$ cat src/rtl/ttev_pkg.sv
// ----------------------------------------------------------------------------
// ttev_pkg
// shared types and constants of the tag table entry validator
// ----------------------------------------------------------------------------
package ttev_pkg;

    localparam int MAX_ENTRIES_DEF = 64;

    localparam int SIG_W   = 32;
    localparam int OFF_W   = 32;
    localparam int LEN_W   = 32;
    localparam int STOP_W  = 33;
    localparam int FLEN_W  = 32;
    localparam int OVL_W   = 6;

    localparam logic [OFF_W-1:0] HEADER_BYTES = 32'd128;
    localparam logic [1:0]       ALIGN_MASK   = 2'b11;
    localparam logic [OVL_W-1:0] OVERLAP_MAX  = 6'd63;

    typedef struct packed {
        logic [SIG_W-1:0]  sig;
        logic [OFF_W-1:0]  start;
        logic [STOP_W-1:0] stop;
        logic              beyond;
        logic              in_hdr;
        logic              unal;
        logic              full;
        logic              last;
        logic              rep;
        logic [OVL_W-1:0]  ovl;
    } t_query;

endpackage

$ cat src/rtl/ttev_cell.sv
// ----------------------------------------------------------------------------
// ttev_cell
// one row of the entry store plus one stage of the passing request
// ----------------------------------------------------------------------------
module ttev_cell #(
    parameter int CELL_IDX    = 0,
    parameter int MAX_ENTRIES = ttev_pkg::MAX_ENTRIES_DEF,
    parameter int CNT_W       = $clog2(MAX_ENTRIES + 1)
) (
    input  logic                  i_clk,
    input  logic                  i_rst_n,
    input  logic                  i_advance,
    input  logic                  i_valid,
    input  ttev_pkg::t_query      i_q,
    input  logic [CNT_W-1:0]      i_n,
    output logic                  o_valid,
    output ttev_pkg::t_query      o_q,
    output logic [CNT_W-1:0]      o_n
);
    import ttev_pkg::*;

    localparam logic [CNT_W-1:0] IDX = CNT_W'(CELL_IDX);

    logic [SIG_W-1:0]  r_sig;
    logic [OFF_W-1:0]  r_start;
    logic [STOP_W-1:0] r_stop;

    logic              r_valid;
    t_query            r_q;
    logic [CNT_W-1:0]  r_n;

    logic              row_live;
    logic              shared;
    logic              hit;
    t_query            n_q;

    always_comb begin
        row_live = (IDX < i_n);
        shared   = (r_start == i_q.start) && (r_stop == i_q.stop);
        hit      = ({1'b0, i_q.start} < r_stop) && ({1'b0, r_start} < i_q.stop);
        n_q      = i_q;
        if (row_live) begin
            if (r_sig == i_q.sig) begin
                n_q.rep = 1'b1;
            end
            if (!shared && hit && (i_q.ovl != OVERLAP_MAX)) begin
                n_q.ovl = i_q.ovl + 1'b1;
            end
        end
    end

    // row capture when the request that owns this slot passes
    always_ff @(posedge i_clk) begin
        if (i_advance && i_valid && (i_n == IDX) && !i_q.full) begin
            r_sig   <= i_q.sig;
            r_start <= i_q.start;
            r_stop  <= i_q.stop;
        end
    end

    always_ff @(posedge i_clk) begin
        if (!i_rst_n) begin
            r_valid <= 1'b0;
        end else if (i_advance) begin
            r_valid <= i_valid;
        end
    end

    always_ff @(posedge i_clk) begin
        if (i_advance) begin
            r_q <= n_q;
            r_n <= i_n;
        end
    end

    assign o_valid = r_valid;
    assign o_q     = r_q;
    assign o_n     = r_n;

endmodule

$ cat config.mk
export PLATFORM = sky130hd
export DESIGN_NAME = ttev_cell
export DESIGN_NICKNAME = d
export VERILOG_FILES = /design/src/rtl/ttev_pkg.sv /design/src/rtl/ttev_cell.sv
export SDC_FILE = /design/constraint.sdc
export NUM_CORES = 1
export LEC_CHECK = 0
export BUFFER_PORTS_ARGS = -buffer_cell sky130_fd_sc_hd__buf_2
export CAP_MARGIN = 20
export CORE_MARGIN = 1
export CORE_UTILIZATION = 45
export CTS_CLUSTER_DIAMETER = 80
export CTS_CLUSTER_SIZE = 25
export DETAILED_ROUTE_END_ITERATION = 10
export GPL_TIMING_DRIVEN = 0
export PLACE_DENSITY_LB_ADDON = 0.1
export SLEW_MARGIN = 10
export SYNTH_ARGS = -nofsm -noshare
export SYNTH_HDL_FRONTEND = slang
export SYNTH_SLANG_ARGS = --single-unit
$ cat constraint.sdc
create_clock -name i_clk -period 24.9 [get_ports i_clk]
set_clock_uncertainty 0.05 [all_clocks]
set_input_delay 2.49 -clock i_clk [delete_from_list [all_inputs] [get_ports i_clk]]
set_output_delay 2.49 -clock i_clk [all_outputs]
set_load 0.02 [all_outputs]
==> results.json <==
{
  "multi_input_area_um2": 2590,
  "pin_count": 237,
  "dp_cells": 1110,
  "critPathRequiredTime_ns": 25.03,
  "drcViolationCount": 0,
  "synthesis.nets": 776,
  "p_int_mw": 0.551,
  "final_util_pct": 56.1,
  "fmax_ghz": 0.203,
  "reg2reg_to": "o_q[1]",
  "grt_max_degree": 72,
  "synth_most_common_cell": "edfxtp_1",
  "die_w_um": 145,
  "cts_hold_buf": 0,
  "met1_usage_pct": 24.8,
  "ctsRootBufferMaster": "clkbuf_16",
  "p_seq_share_pct": 57.6,
  "antenna_found_initial": 1,
  "ff_latch_area_um2": 6420,
  "synth-edff-count": 213,
  "slew_headroom_pct": 43.8,
  "post-route-period-util_pct": 19.8,
  "max_stage_delay_ns": 0.58,
  "die_h_um": 145,
  "holdPathStages": 2,
  "p_sw_mw": 0.173,
  "path_cells": "buf_2 > or4_1 > nor4_1 > nor3b_2 > buf_6 > buf_6 > buf_4 > buf_4",
  "globalRoute.totalOverflow": 0,
  "swShare_pct": 23.9,
  "clk_pin_slew_ns": 0.09,
  "wl_per_cell_um": 17.5,
  "cts.sinks": 214,
  "pwr-share-clk_pct": 31.5,
  "syn2layout_area_growth_pct": 22.3,
  "fin_cells": 1132,
  "cts_made_buffers": 13,
  "htreeDepth": 1,
  "post_cts_buffers": 0,
  "track_usage_pct": 18.8,
  "gp_congestion": 0.879,
  "viasPerCell": 4.98,
  "vias": 5636,
  "ys.flop_type": "edfxtp_1",
  "slew_violations": 0,
  "crit_path_start_kind": "primary input",
  "clk_latency_ns": 0.47,
  "hp-class": "flip-flop to flip-flop",
  "grt-busiest-layer": "met2",
  "portBuffers": 236,
  "crit_buf_inv": 5,
  "nets": 1038,
  "clock_path_buffers": 3,
  "routed_wl_um": 19800,
  "r2r_setup_slack_ns": 22.01,
  "syn_avg_cell_area_um2": 15.6,
  "synth_cell_types": 44,
  "cp-end-kind": "flip-flop",
  "cp_top_family": "simple AND/OR/NAND/NOR gates",
  "synth_area_um2": 9250,
  "synth_area_leaders": "edfxtp_1 (69%), ha_1 (8.5%), xor2_1 (6.4%)",
  "fin_tns_setup_ns": 0,
  "status": "finished, final reports clean",
  "cap_violations": 0,
  "combPwrFrac_pct": 11.0,
  "fillers": 1688,
  "initial_core_util_pct": 45.9,
  "crit_slowest_cell": "nor3b_2",
  "min_from": "o_valid",
  "hold-path-endpoint": "o_valid",
  "drtAntennaViolNets": 0,
  "synthCells": 593,
  "async_flop_share_pct": 0,
  "setup_violations": 0,
  "hpwl_um": 15500,
  "grt_pass1_vias": 5781,
  "ys_ff_latch": 214,
  "std_cell_rows": 52,
  "path_max_fanout": 11,
  "yosys-top-cells-count": "edfxtp_1 (213), xor2_1 (68), inv_1 (67)",
  "yosys.area.top_type": "edfxtp_1",
  "dieArea_um2": 21100,
  "final_hold_viol_count": 0,
  "grt_use_met3_pct": 3.32,
  "timing_worst_setup_path_type": "primary input to flip-flop",
  "leakagePower_nw": 4.67,
  "rr_startpoint": "r_stop[30]",
  "yosysSeqAreaShare_pct": 69.4,
  "grtUsageMet2_pct": 31.6,
  "r2r_cells": 8,
  "rsz0062_at_grt": "false",
  "core_um2": 20200,
  "yosysWarnings": 0,
  "post-route-min-period_ns": 4.92,
  "yosysTopAreaCellShare_pct": 69.1,
  "cts-resized-gates": 0,
  "place_ws_ns": 19.45,
  "setup_ws_ns": 19.98,
  "tritoncts": "done",
  "critPathArrivalTime_ns": 5.05,
  "powerDensity_nw_per_um2": 64.0,
  "drt-initial-drc-count": 264,
  "firstDrtPassIters": 4,
  "timing_worst_slew_pin_value_ns": 0.835,
  "grt_pass1_wl_um": 30900,
  "drive_gt1_share_pct": 31.6,
  "vdd_drop_max_mv": 0.0579
}
[cells by family after synthesis]
kind of cell / synth area share (%)
fa+ha+maj: 8.52
xor+xnor: 9.66
simple gates: 5.65
compound gates: 3.94
flops: 69.4
mux: 0.162
buf+inv: 2.72
[through the flow]
| step | hold WS, ns | instance area, um2 | power (mW) |
|---|---|---|---|
| 6_report | 0.442 | 11300 | 0.723 |
| 3_5_place_dp | 0.433 | 10900 | 0.505 |
| 3_3_place_gp | 0.413 | 10800 | 0.503 |
| 2_1_floorplan | 0.503 | 9250 | 0.463 |
| 4_1_cts | 0.446 | 11300 | 0.732 |
| 5_1_grt | 0.497 | 11300 | 0.751 |
[power by group through the flow]
stage          clock network (mW)  logic [mW]  registers [mW]
3_3_place_gp                    0      0.0783           0.425
5_1_grt                     0.247      0.0861           0.418
4_1_cts                     0.235      0.0805           0.417
3_5_place_dp                    0      0.0802           0.425
2_1_floorplan                   0      0.0173           0.446
6_report                    0.228      0.0793           0.417
[tightest hold or removal path, stage by stage (launching register included)]
cell and delay, ns:
dfxtp_1 0.32, nand2b_1 0.06, a21boi_0 0.07
[final cells by class]
cell class / instances / area share, %
Inverter: 67 / 2.22
Multi-Input combinational cell: 312 / 22.9
Tap cell: 270 / 2.99
Sequential cell: 214 / 56.7
Clock inverter: 5 / 0.608
Timing Repair Buffer: 247 / 11.6
Antenna cell: 1 / 0.0221
Clock buffer: 16 / 2.98
[layer usage]
metal,part of all wire [%],wire [um],vias to the layer above
met3,5.4,1060,29
met5,0,0,-
met2,48,9480,175
met4,2.5,496,0
met1,44,8780,2702
li1,-,-,2730
[registers in the layout (all words and copies together) (netlist names)]
register	flops
o_n	7
o_q	109
o_valid	1
r_sig	32
r_start	32
r_stop	33
[worst max-delay path by stage]
| stage | from | to | slack (ns) | depth (start not counted) |
|---|---|---|---|---|
| floorplan | i_n[4] | r_sig[0] | 13.76 | 3 |
| global placement | i_advance | r_stop[16] | 9.14 | 3 |
| detailed placement | i_n[4] | r_start[16] | 19.45 | 8 |
| CTS | i_n[4] | r_start[16] | 19.95 | 8 |
| global route | i_n[4] | r_start[13] | 19.88 | 8 |
| finish | i_n[4] | r_start[13] | 19.98 | 8 |
[layout by cell type, fill, tap and decap left out, drive strengths merged, types with 2 or more instances in the layout]
cell type  synthesis  final
buf                0    247
edfxtp           213    213
xor2              68     68
inv               67     68
ha                63     63
xnor2             34     34
nand4             24     24
a21oi             24     24
nor4              21     21
nand2             16     16
clkbuf             0     16
nor2               8      8
o21ai              7      7
nand3              6      6
nor3               5      5
a21o               4      4
and3               3      3
clkinvlp           0      3
nand4b             2      2
a221o              2      2
o21a               2      2
a211oi             2      2
nor2b              2      2
a21boi             2      2
No activity file was read; power rests on OpenSTA's default activity.
